## src/sv/http_request_line_parser_top_assert.svh

```systemverilog
// assertion macros for the request line parser
`ifndef HTTP_REQUEST_LINE_PARSER_TOP_ASSERT_SVH
`define HTTP_REQUEST_LINE_PARSER_TOP_ASSERT_SVH

`ifndef NO_ASSERTIONS

// same-cycle implication
`define HRLP_ASSERT_IMP(label, clk, rst, ante, cons) \
   label: assert property (@(posedge clk) disable iff (rst) (ante) |-> (cons)) \
      else $error("request line parser assertion failed");

// next-cycle implication
`define HRLP_ASSERT_NXT(label, clk, rst, ante, cons) \
   label: assert property (@(posedge clk) disable iff (rst) (ante) |=> (cons)) \
      else $error("request line parser assertion failed");

`else

`define HRLP_ASSERT_IMP(label, clk, rst, ante, cons)
`define HRLP_ASSERT_NXT(label, clk, rst, ante, cons)

`endif

`endif

```

## src/sv/hrlp_pkg.sv

```systemverilog
// shared types, codes and version strings of the request line parser
package hrlp_pkg;

   localparam logic [1:0] PHASE_METHOD  = 2'd0;
   localparam logic [1:0] PHASE_TARGET  = 2'd1;
   localparam logic [1:0] PHASE_VERSION = 2'd2;
   localparam logic [1:0] PHASE_UNUSED  = 2'd3;

   localparam logic [2:0] TAG_METHOD  = 3'd0;
   localparam logic [2:0] TAG_PATH    = 3'd1;
   localparam logic [2:0] TAG_QUERY   = 3'd2;
   localparam logic [2:0] TAG_VERSION = 3'd3;
   localparam logic [2:0] TAG_SEP     = 3'd4;

   localparam logic [2:0] OUT_OK         = 3'd0;
   localparam logic [2:0] OUT_NO_SPACE1  = 3'd1;
   localparam logic [2:0] OUT_NO_SPACE2  = 3'd2;
   localparam logic [2:0] OUT_METHOD_WS  = 3'd3;
   localparam logic [2:0] OUT_BAD_VER    = 3'd4;
   localparam logic [2:0] OUT_BAD_TARGET = 3'd5;

   localparam logic [7:0] CHAR_SPACE = 8'h20;
   localparam logic [7:0] CHAR_QMARK = 8'h3F;
   localparam logic [7:0] CHAR_SLASH = 8'h2F;
   localparam logic [7:0] CHAR_WS_LO = 8'h09;
   localparam logic [7:0] CHAR_WS_HI = 8'h0D;

   localparam logic [3:0] VER_LEN = 4'd8;
   localparam logic [3:0] VER_POS_MAX = 4'd15;

   // parse state carried from byte to byte
   typedef struct packed {
      logic [1:0] phase;
      logic       method_has_space;
      logic       target_started;
      logic       target_bad;
      logic       in_query;
      logic [3:0] version_position;
      logic [1:0] version_match_flags;
   } state_type;

   localparam state_type STATE_RESET = '{
      phase:               PHASE_METHOD,
      method_has_space:    1'b0,
      target_started:      1'b0,
      target_bad:          1'b1,
      in_query:            1'b0,
      version_position:    4'd0,
      version_match_flags: 2'b11
   };

   // character of "HTTP/1.1" (minor_one) or "HTTP/1.0" at idx
   function automatic logic [7:0] ver_char(input logic minor_one, input logic [2:0] idx);
      logic [7:0] c;
      case (idx)
         3'd0:    c = 8'h48;
         3'd1:    c = 8'h54;
         3'd2:    c = 8'h54;
         3'd3:    c = 8'h50;
         3'd4:    c = 8'h2F;
         3'd5:    c = 8'h31;
         3'd6:    c = 8'h2E;
         3'd7:    c = minor_one ? 8'h31 : 8'h30;
         default: c = 8'h00;
      endcase
      return c;
   endfunction

endpackage

```

## src/sv/hrlp_step.sv

```systemverilog
// per-byte tagging, state update and outcome check
module hrlp_step (
   input  hrlp_pkg::state_type cur_state,
   input  logic [7:0]          in_byte,
   input  logic                last,
   output hrlp_pkg::state_type nxt_state,
   output logic [2:0]          field_tag,
   output logic [2:0]          outcome
);

   hrlp_pkg::state_type upd;

   always_comb begin
      upd = cur_state;
      field_tag = hrlp_pkg::TAG_VERSION;
      case (cur_state.phase)
         hrlp_pkg::PHASE_METHOD: begin
            if (in_byte == hrlp_pkg::CHAR_SPACE) begin
               field_tag = hrlp_pkg::TAG_SEP;
               upd.phase = hrlp_pkg::PHASE_TARGET;
            end else begin
               field_tag = hrlp_pkg::TAG_METHOD;
               if (in_byte >= hrlp_pkg::CHAR_WS_LO && in_byte <= hrlp_pkg::CHAR_WS_HI) begin
                  upd.method_has_space = 1'b1;
               end
            end
         end
         hrlp_pkg::PHASE_TARGET: begin
            if (in_byte == hrlp_pkg::CHAR_SPACE) begin
               field_tag = hrlp_pkg::TAG_SEP;
               upd.phase = hrlp_pkg::PHASE_VERSION;
            end else begin
               if (!cur_state.target_started) begin
                  upd.target_started = 1'b1;
                  upd.target_bad = (in_byte != hrlp_pkg::CHAR_SLASH);
               end
               if (in_byte == hrlp_pkg::CHAR_QMARK && !cur_state.in_query) begin
                  field_tag = hrlp_pkg::TAG_SEP;
                  upd.in_query = 1'b1;
               end else begin
                  field_tag = cur_state.in_query ? hrlp_pkg::TAG_QUERY : hrlp_pkg::TAG_PATH;
               end
            end
         end
         default: begin
            // version phase, and the unused phase code acts the same
            field_tag = hrlp_pkg::TAG_VERSION;
            if (cur_state.version_position < hrlp_pkg::VER_LEN) begin
               if (in_byte != hrlp_pkg::ver_char(1'b1, cur_state.version_position[2:0])) begin
                  upd.version_match_flags[0] = 1'b0;
               end
               if (in_byte != hrlp_pkg::ver_char(1'b0, cur_state.version_position[2:0])) begin
                  upd.version_match_flags[1] = 1'b0;
               end
            end else begin
               upd.version_match_flags = 2'b00;
            end
            if (cur_state.version_position < hrlp_pkg::VER_POS_MAX) begin
               upd.version_position = cur_state.version_position + 4'd1;
            end
         end
      endcase
   end

   // outcome is judged on the state after this byte
   always_comb begin
      outcome = hrlp_pkg::OUT_OK;
      if (last) begin
         if (upd.phase == hrlp_pkg::PHASE_METHOD) begin
            outcome = hrlp_pkg::OUT_NO_SPACE1;
         end else if (upd.phase == hrlp_pkg::PHASE_TARGET) begin
            outcome = hrlp_pkg::OUT_NO_SPACE2;
         end else if (upd.method_has_space) begin
            outcome = hrlp_pkg::OUT_METHOD_WS;
         end else if (upd.version_position != hrlp_pkg::VER_LEN ||
                      upd.version_match_flags == 2'b00) begin
            outcome = hrlp_pkg::OUT_BAD_VER;
         end else if (upd.target_bad) begin
            outcome = hrlp_pkg::OUT_BAD_TARGET;
         end else begin
            outcome = hrlp_pkg::OUT_OK;
         end
      end
   end

   assign nxt_state = last ? hrlp_pkg::STATE_RESET : upd;

endmodule

```

## src/sv/http_request_line_parser_top.sv

```systemverilog
// request line parser: each byte passes through the input register and then the result register
// throughput one byte per cycle while the result register is drained; input register, step logic, result register
// the parse state advances as a byte moves from the input to the result register
// a waiting result stalls req_ready only once the input register is also full
// synchronous reset clears valid flags and returns the parse state to the method phase
`include "http_request_line_parser_top_assert.svh"

module http_request_line_parser_top (
   input  logic       clock,
   input  logic       reset,
   input  logic       req_valid,
   output logic       req_ready,
   input  logic [7:0] req_in_byte,
   input  logic       req_last,
   output logic       rsp_valid,
   input  logic       rsp_ready,
   output logic [7:0] rsp_out_byte,
   output logic [2:0] rsp_field_tag,
   output logic       rsp_line_done,
   output logic [2:0] rsp_outcome
);

   logic                in_valid_ff;
   logic [7:0]          in_byte_ff;
   logic                in_last_ff;
   hrlp_pkg::state_type state_ff;
   hrlp_pkg::state_type state_in;
   logic                out_valid_ff;
   logic [7:0]          out_byte_ff;
   logic [2:0]          out_tag_ff;
   logic                out_done_ff;
   logic [2:0]          out_outcome_ff;
   logic [2:0]          step_tag;
   logic [2:0]          step_outcome;
   logic                advance;
   logic                move;

   hrlp_step u_step (
      .cur_state (state_ff),
      .in_byte   (in_byte_ff),
      .last      (in_last_ff),
      .nxt_state (state_in),
      .field_tag (step_tag),
      .outcome   (step_outcome)
   );

   // result register free or emptying this cycle
   assign advance   = !out_valid_ff || rsp_ready;
   assign move      = in_valid_ff && advance;
   assign req_ready = !in_valid_ff || advance;

   always_ff @(posedge clock) begin
      if (reset) begin
         in_valid_ff  <= 1'b0;
         out_valid_ff <= 1'b0;
         state_ff     <= hrlp_pkg::STATE_RESET;
      end else begin
         if (req_ready) begin
            in_valid_ff <= req_valid;
         end
         if (advance) begin
            out_valid_ff <= in_valid_ff;
         end
         if (move) begin
            state_ff <= state_in;
         end
      end
   end

   always_ff @(posedge clock) begin
      if (req_valid && req_ready) begin
         in_byte_ff <= req_in_byte;
         in_last_ff <= req_last;
      end
      if (move) begin
         out_byte_ff    <= in_byte_ff;
         out_tag_ff     <= step_tag;
         out_done_ff    <= in_last_ff;
         out_outcome_ff <= step_outcome;
      end
   end

   assign rsp_valid     = out_valid_ff;
   assign rsp_out_byte  = out_byte_ff;
   assign rsp_field_tag = out_tag_ff;
   assign rsp_line_done = out_done_ff;
   assign rsp_outcome   = out_outcome_ff;

   `HRLP_ASSERT_IMP(a_outcome_only_on_done, clock, reset,
      rsp_valid && !rsp_line_done, rsp_outcome == hrlp_pkg::OUT_OK)
   `HRLP_ASSERT_NXT(a_state_reset_after_line, clock, reset,
      move && in_last_ff,
      state_ff.phase == hrlp_pkg::PHASE_METHOD && state_ff.version_position == 4'd0)
   `HRLP_ASSERT_IMP(a_tag_range, clock, reset,
      rsp_valid, rsp_field_tag <= hrlp_pkg::TAG_SEP)
   `HRLP_ASSERT_IMP(a_phase_reachable, clock, reset,
      1'b1, state_ff.phase != hrlp_pkg::PHASE_UNUSED)

endmodule

```

## config.mk

```make
export PLATFORM = sky130hd
export DESIGN_NAME = http_request_line_parser_top
export DESIGN_NICKNAME = d
export VERILOG_FILES = /design/src/sv/hrlp_pkg.sv /design/src/sv/hrlp_step.sv /design/src/sv/http_request_line_parser_top.sv
export VERILOG_INCLUDE_DIRS = /design/src /design/src/sv
export SDC_FILE = /design/constraint.sdc
export NUM_CORES = 1
export LEC_CHECK = 0
export BUFFER_PORTS_ARGS = -buffer_cell sky130_fd_sc_hd__buf_2
export CAP_MARGIN = 5
export CELL_PAD_IN_SITES_DETAIL_PLACEMENT = 0
export CELL_PAD_IN_SITES_GLOBAL_PLACEMENT = 1
export CORE_MARGIN = 2
export CORE_UTILIZATION = 48
export CTS_CLUSTER_SIZE = 14
export DETAILED_ROUTE_END_ITERATION = 16
export GPL_TIMING_DRIVEN = 0
export PLACE_DENSITY_LB_ADDON = 0.1
export SLEW_MARGIN = 20
export SYNTH_ARGS = -nofsm -noshare
export SYNTH_HDL_FRONTEND = slang
export SYNTH_SLANG_ARGS = --single-unit
```

## constraint.sdc

```tcl
create_clock -name clock -period 2.9 [get_ports clock]
set_input_delay 0.58 -clock clock [delete_from_list [all_inputs] [get_ports clock]]
set_output_delay 0.58 -clock clock [all_outputs]
set_load 0.02 [all_outputs]
```

==> impl_results.md, run 1 <==
- Status: complete, no violations
- Post-Synth XOR/XNOR Area: 0.0487
- CP Data Required Time: around 3100 ps
- Wire per inst: 14.6 µm
- Compound-Gate Fraction of Synth Area: 0.123
- Cts hold-fix bufs: 0
- GRT busiest layer: met2
- Final min period: about 2200 ps
- CTS tree: done
- Grt met1 use: 0.211
- Dpl cells: roughly 280
- Adder-cell area share of the yosys netlist: 0.0290
- Final non-filler cell area: 2480 µm²
- Combinational family with the most area after synthesis: simple AND/OR/NAND/NOR gates
- Final HPWL DP: slightly above 3 mm
- DRT Pass-1 Iters: 4
- Global Route Usage Sum: 0.173
- Die Ht: around 71 µm
- Post-CTS sizing: 0
- Num CTS Buffers: 5
- DRC Markers: 0
- Syn Area/Cell: between 10 and 15 µm²
- Synth cell count leaders: dfxtp_1 (25), edfxtp_1 (24), nor2_1 (23)
- Vias per cell: roughly 5.5
- Post-Syn Instances: around 200
- Largest net degree at the start of global routing: 23
- MaxCap Viol Count: 0
- Post-synthesis sequential area ratio: 0.566
- Leak pwr: 0.996 nW
- Final Hold Vio Count: 0
- Area of the mapped netlist: around 2200 µm²
- Row count: 24
- PwrDens: 536 nW/µm²
- Maximum vdd ir drop: 273 µV
- CTS max path bufs: 2
- Initial Util: 0.496
- Share of the synthesized area in the top cell type: 0.334
- Setup crit end kind: register
- Global-route wire length before repair: ~7 mm
- Max FO, Critical Path: 7
- Non-filler cells, final: roughly 290
- Skew-Pair Late Insertion Delay: 300 ps
- Area grow syn2layout: 15.1%
- Met3 usage: 0.0342
- Grt ovf: 0
- Max Slew Vio Count: 0
- Final Net Count: ~250
- Floorplan die area: between 5000 and 6000 µm²
- Antenna violations before repair: 0
- Share of cells above drive strength 1: 0.231
- Final period utilization: 0.769
- Core area: roughly 4400 µm²
- Synth Area in Simple Gates: 0.193
- Setup CP Type: reg2reg
- Ys Warns: 0
- CP startpoint kind: register
- Max frequency: around 0.45 GHz
- #FFs+latches synth: slightly below 50
- Placed Instance Area: 2370 µm²
- Worst path slowest cell: dfxtp_1
- Yosys cell types: 53
- # port buffers: 29
- Fin Setup TNS: 0 ps
- Vias: between 1500 and 2000
- Placer Congestion: around 0.81
- Synthesized Nets: 215
- Area leader, netlist: edfxtp_1
- Mux cell area share after synthesis: 0.00464
- Critical-path cell list: ha_1 -> nand3_1 -> and2_1 -> o21ai_1 -> a32o_1 -> nor2b_1 -> ha_1 -> nor2_1 -> o21ai_1
- GR Layer Usage met2: 0.305
- Max_slew headroom: 0.675
- Antenna diode count: 0
- Post-synth top flop: dfxtp_1
- Die Width: 71.1 µm
- Power, Total: ~1.3 mW
- Final setup viols: 0
- Clock tree root driver cell: clkbuf_8
- Top Ports: 30
- Clock Skew: 6.88 ps
- RSZ-0062 raised after global routing: false
- Worst-margin pin slew: approximately 490 ps
- Final WL: about 4.2 mm
- Vias in the first global route: 1526
- Htree depth: 2
- Max incr delay on CP: 470 ps
- Fillers: roughly 380
- Hold WC Path Type: in2reg
- Asr flop ratio synth: 0
- Critical path arrival: around 2500 ps
- Post-CTS Setup Bufs: 0
- Post-synth EDFFs: 24
- Top-count cell post-synth: dfxtp_1
- Clk slew on worst S/H paths: around 90 ps
- Largest cells by area after synthesis: edfxtp_1 (33%), dfxtp_1 (23%), xnor2_1 (4.9%)
- Clock Sinks: a little under 50
- ANT nets after route: 0
- Initial DRC count: 112
## power by group
group | internal, mW | total [mW] | switching [mW]
Clock | 0.258 | 0.490 | 0.232
Sequential | 0.745 | 0.761 | 0.0158
Combinational | 0.0281 | 0.0792 | 0.0511
Total | 1.03 | 1.33 | 0.299
## kinds of logic (layout without fill, tap and decap cells)
family                     Yosys count  count (layout)
and+or+nand+nor                     76              76
DFF                                 49              49
AOI/OAI and AO/OA                   37              37
buffers and inverters               17              54
xor gates and xnor gates            12              12
adders and majority gates            5               5
muxes                                1               1
## stage by stage
step | util | setup slack (ps) | hold WS, ps
5_1_grt | 0.570 | 445 | 431
3_3_place_gp | 0.544 | 434 | 455
3_5_place_dp | 0.544 | 367 | 470
6_report | 0.570 | 669 | 444
2_1_floorplan | - | 805 | 434
4_1_cts | 0.570 | 685 | 435
## cell usage in the layout, fill, tap and decap left out, types with 2 or more instances in the layout
cell type and count:
and2_1 2, nor2b_1 4, o32ai_1 2, buf_2 31
nor3_1 2, edfxtp_1 24, o21ai_0 3, nor2_1 23
nand2_2 2, a211o_1 3, dfxtp_1 25, a41oi_1 2
clkbuf_1 2, nor4_1 3, xnor2_1 12, inv_1 8
nand2b_1 3, a21oi_1 7, o21ai_1 4, inv_2 3
clkbuf_8 5, a21o_1 3, nand3_1 7, nand4_1 3
ha_1 5, nand2_1 15
## layer usage
metal / part of all wire / up-vias
li1: - / 781
met1: 0.44 / 737
met4: 0.015 / 0
met5: 0 / -
met2: 0.51 / 36
met3: 0.036 / 7
## critical path: cells and delay by family (launching register included)
kind | cells | cell delay [ps]
AO/OA/AOI/OAI | 3 | 580
adder cells (fa/ha/maj) | 2 | 490
flip-flops | 1 | 470
AND/OR/NAND/NOR | 4 | 620
## path summary, 6_finish.rpt
check | to | slack, ps | startpoint | depth (start not counted)
worst min register to register | state_ff[8]$_SDFFE_PP0P_ | 480 | state_ff[8]$_SDFFE_PP0P_ | 2
worst min-delay path | in_byte_ff[0]$_DFFE_PP_ | 440 | req_in_byte[0] | 1
worst max-delay path | register | 670 | state_ff[2]$_SDFFE_PP0P_ | 9
worst max register to register | register | 670 | state_ff[2]$_SDFFE_PP0P_ | 9
## cell type report
type	count	area, µm²	area share
Inverter	11	41.3	0.0166
Buffer	6	36.3	0.0146
Timing Repair Buffer	29	145	0.0584
Sequential cell	49	1220	0.492
Clock inverter	3	46.3	0.0186
Clock buffer	5	68.8	0.0277
Tap cell	52	65.1	0.0262
Multi-Input combinational cell	131	860	0.346
Power figures use the tool's default switching activity.
==> run 2: changes to the inputs <==
- ABC_AREA: default -> 1
- CORE_UTILIZATION: 48 -> 38
- clock period: 2.9 -> 1.9 ns (I/O delays scaled with it)
==> run 2 against run 1 <==
  * Final cell count grew 26%
  * Cell area rose by 6.5%
  * Critical path type unchanged
  * Register-to-register slack got worse by 600 ps
  * Die area is 22% higher
  * Non-clock buffer count grew 11
  * Sequential share of layout area fell by 2.9 points
  * Highest routed layer unchanged
==> impl_results.md, run 2 <==
- Asr flop ratio synth: 0
- DRC Markers: 0
- Placed Instance Area: roughly 2300 µm²
- Reg-to-reg slack, setup: roughly 73 ps
- Wire per inst: 12.6 µm
- Worst setup path start: state_ff[3]$_SDFFE_PP0P_
- Status: complete, no violations
- Area leader, netlist: edfxtp_1
- Hold WC Path Type: in2reg
- Post-synthesis sequential area ratio: 0.578
- Power, Total: a little over 2 mW
- Largest cells by area after synthesis: edfxtp_1 (34%), dfxtp_1 (24%), nand2_1 (12%)
- Post-synth top flop: dfxtp_1
- PwrDens: around 760 nW/µm²
- Vias in the first global route: 1532
- Placer Congestion: 0.797
- Final non-filler cell area: approximately 2600 µm²
- Post-Syn Instances: about 240
- Leak pwr: roughly 1.2 nW
- Largest net degree at the start of global routing: 22
- Dpl cells: between 300 and 400
- Die Ht: 78.6 µm
- Max frequency: 0.547 GHz
- Final HPWL DP: approximately 3.2 mm
- Yosys cell types: 27
- ANT nets after route: 0
- Combinational family with the most area after synthesis: simple AND/OR/NAND/NOR gates
- CP startpoint kind: register
- Final Hold Vio Count: 0
- Mux cell area share after synthesis: 0
- Top Ports: 30
- Compound-Gate Fraction of Synth Area: 0.0989
- Row count: 27
- Final period utilization: 0.962
- Syn Area/Cell: ~9 µm²
- Floorplan die area: 6170 µm²
- CTS tree: done
- MaxCap Viol Count: 0
- Synth cell count leaders: nand2_1 (66), inv_1 (33), dfxtp_1 (25)
- Clock Sinks: ~50
- Area of the mapped netlist: approximately 2100 µm²
- Antenna violations before repair: 0
- Clock tree root driver cell: clkbuf_8
- Post-Synth XOR/XNOR Area: 0.00829
- Final WL: around 4.5 mm
- Max Slew Vio Count: 0
- Area grow syn2layout: 25.2%
- R2r worst-path depth: 9
- Core area: ~5400 µm²
- Global-route wire length before repair: 7.24 mm
- Final Net Count: about 310
- Post-synth EDFFs: 24
- Die Width: 78.6 µm
- Synthesized Nets: around 250
- Setup CP Type: reg2reg
- Skew-Pair Late Insertion Delay: roughly 300 ps
- Final setup viols: 0
- Antenna diode count: 0
- Share of the synthesized area in the top cell type: 0.341
- Vias per cell: roughly 4.5
- Adder-cell area share of the yosys netlist: 0.0296
- Clock Skew: a little over 8 ps
- Cts hold-fix bufs: 0
- Initial DRC count: 66
- Vias: between 1500 and 2000
- Num CTS Buffers: 5
- Max_slew headroom: 0.711
- Clk slew on worst S/H paths: approximately 90 ps
- Critical path arrival: 2020 ps
- Maximum vdd ir drop: approximately 350 µV
- Global Route Usage Sum: 0.153
- Initial Util: 0.389
- Worst-margin pin slew: roughly 430 ps
- Reg2reg start: state_ff[3]$_SDFFE_PP0P_
- CTS max path bufs: 2
- Non-filler cells, final: between 300 and 400
- RSZ-0062 raised after global routing: true
- DRT Pass-1 Iters: 5
- Commonest non-fill, non-tap cell in the layout: nand2_1
- Share of cells above drive strength 1: 0.313
- Top-count cell post-synth: nand2_1
- Worst Hold Launch: req_in_byte[7]
- Final min period: 1830 ps
- #FFs+latches synth: 49
- Setup crit end kind: register
- Max FO, Critical Path: 5
- Ys Warns: 0
- # port buffers: 29
- CP Data Required Time: roughly 2100 ps
- Fillers: around 550
- Htree depth: 2
- Most frequent cells in the layout: nand2_1 (60), buf_2 (29), inv_1 (28)
- Synth Area in Simple Gates: 0.215
- Grt ovf: 0
-- run 2: cell types whose count changed after synthesis, sizes merged, moves of 4 or more --
cell	delta
nand2b	-4
nor2b	-4
xnor2	-12
nand2	+50
nor4	-5
nand3	+4
o21ai	+10
inv	+26
-- run 2: layout make-up --
| cell class | instances | area (µm²) | share of cell area |
|---|---|---|---|
| clock inverters | 2 | 33.8 | 0.0128 |
| multi-input cells | 148 | 811 | 0.307 |
| plain buffers | 1 | 7.51 | 0.00284 |
| well taps | 72 | 90.1 | 0.0341 |
| flip-flops and latches | 49 | 1220 | 0.463 |
| clock buffers | 6 | 72.6 | 0.0274 |
| repair buffers | 45 | 265 | 0.100 |
| inverters | 37 | 141 | 0.0535 |
-- run 2: worst min path at each step --
stage                                      endpoint  cells after the start
final                       in_byte_ff[7]$_DFFE_PP_                      1
after global routing        in_byte_ff[7]$_DFFE_PP_                      1
after CTS                   in_byte_ff[7]$_DFFE_PP_                      1
after detailed placement   state_ff[0]$_SDFFE_PP1P_                      2
after global placement    rsp_out_byte[0]$_DFFE_PP_                      0
after floorplan           rsp_out_byte[0]$_DFFE_PP_                      0
-- run 2: power by group --
group	switching, mW	internal, mW
Combinational	0.0910	0.0484
Clock	0.330	0.389
Sequential	0.0184	1.14
-- run 2: critical path, cell delays in order, from the launching register on --
cell and delay, ps:
dfxtp_2 370, ha_4 150, nand2_2 100, o21ai_4 230, xor2_2 120, o21ai_2 190
nand2_2 110, ha_2 220, o21ai_2 160, nand2_1 70
-- run 2: per-layer routing --
layer | up-vias | global-route usage | wire [µm]
li1 | 863 | - | -
met1 | 739 | 0.208 | 2190
met2 | 24 | 0.241 | 2140
met3 | 6 | 0.0322 | 138
met4 | 0 | 0.0579 | 55
met5 | - | 0 | 0
-- run 2: cell families (layout without fill, tap and decap cells) --
kind of cell	Yosys count	after routing
adder cells (fa/ha/maj)	5	5
AND/OR/NAND/NOR	108	108
AO/OA/AOI/OAI	33	33
XOR/XNOR	2	2
flip-flops	49	49
buffers and inverters	38	91
-- run 2: through the flow --
stage	setup TNS, ps	hold WS (ps)	setup WS, ps	util
final	0	252	73.0	0.486
after global routing	-217	239	-61.7	0.486
after CTS	0	245	3.42	0.459
after detailed placement	-465	461	-126	0.432
after global placement	-450	436	-121	0.432
after floorplan	0	426	109	-
-- run 2: repair_timing --
| action | 4_1_cts | 5_1_grt |
|---|---|---|
| pin swaps | 2 | 7 |
| setup buffers | 4 | 12 |
| setup endpoints to repair | 6 | 9 |
| gates resized for setup | 5 | 20 |
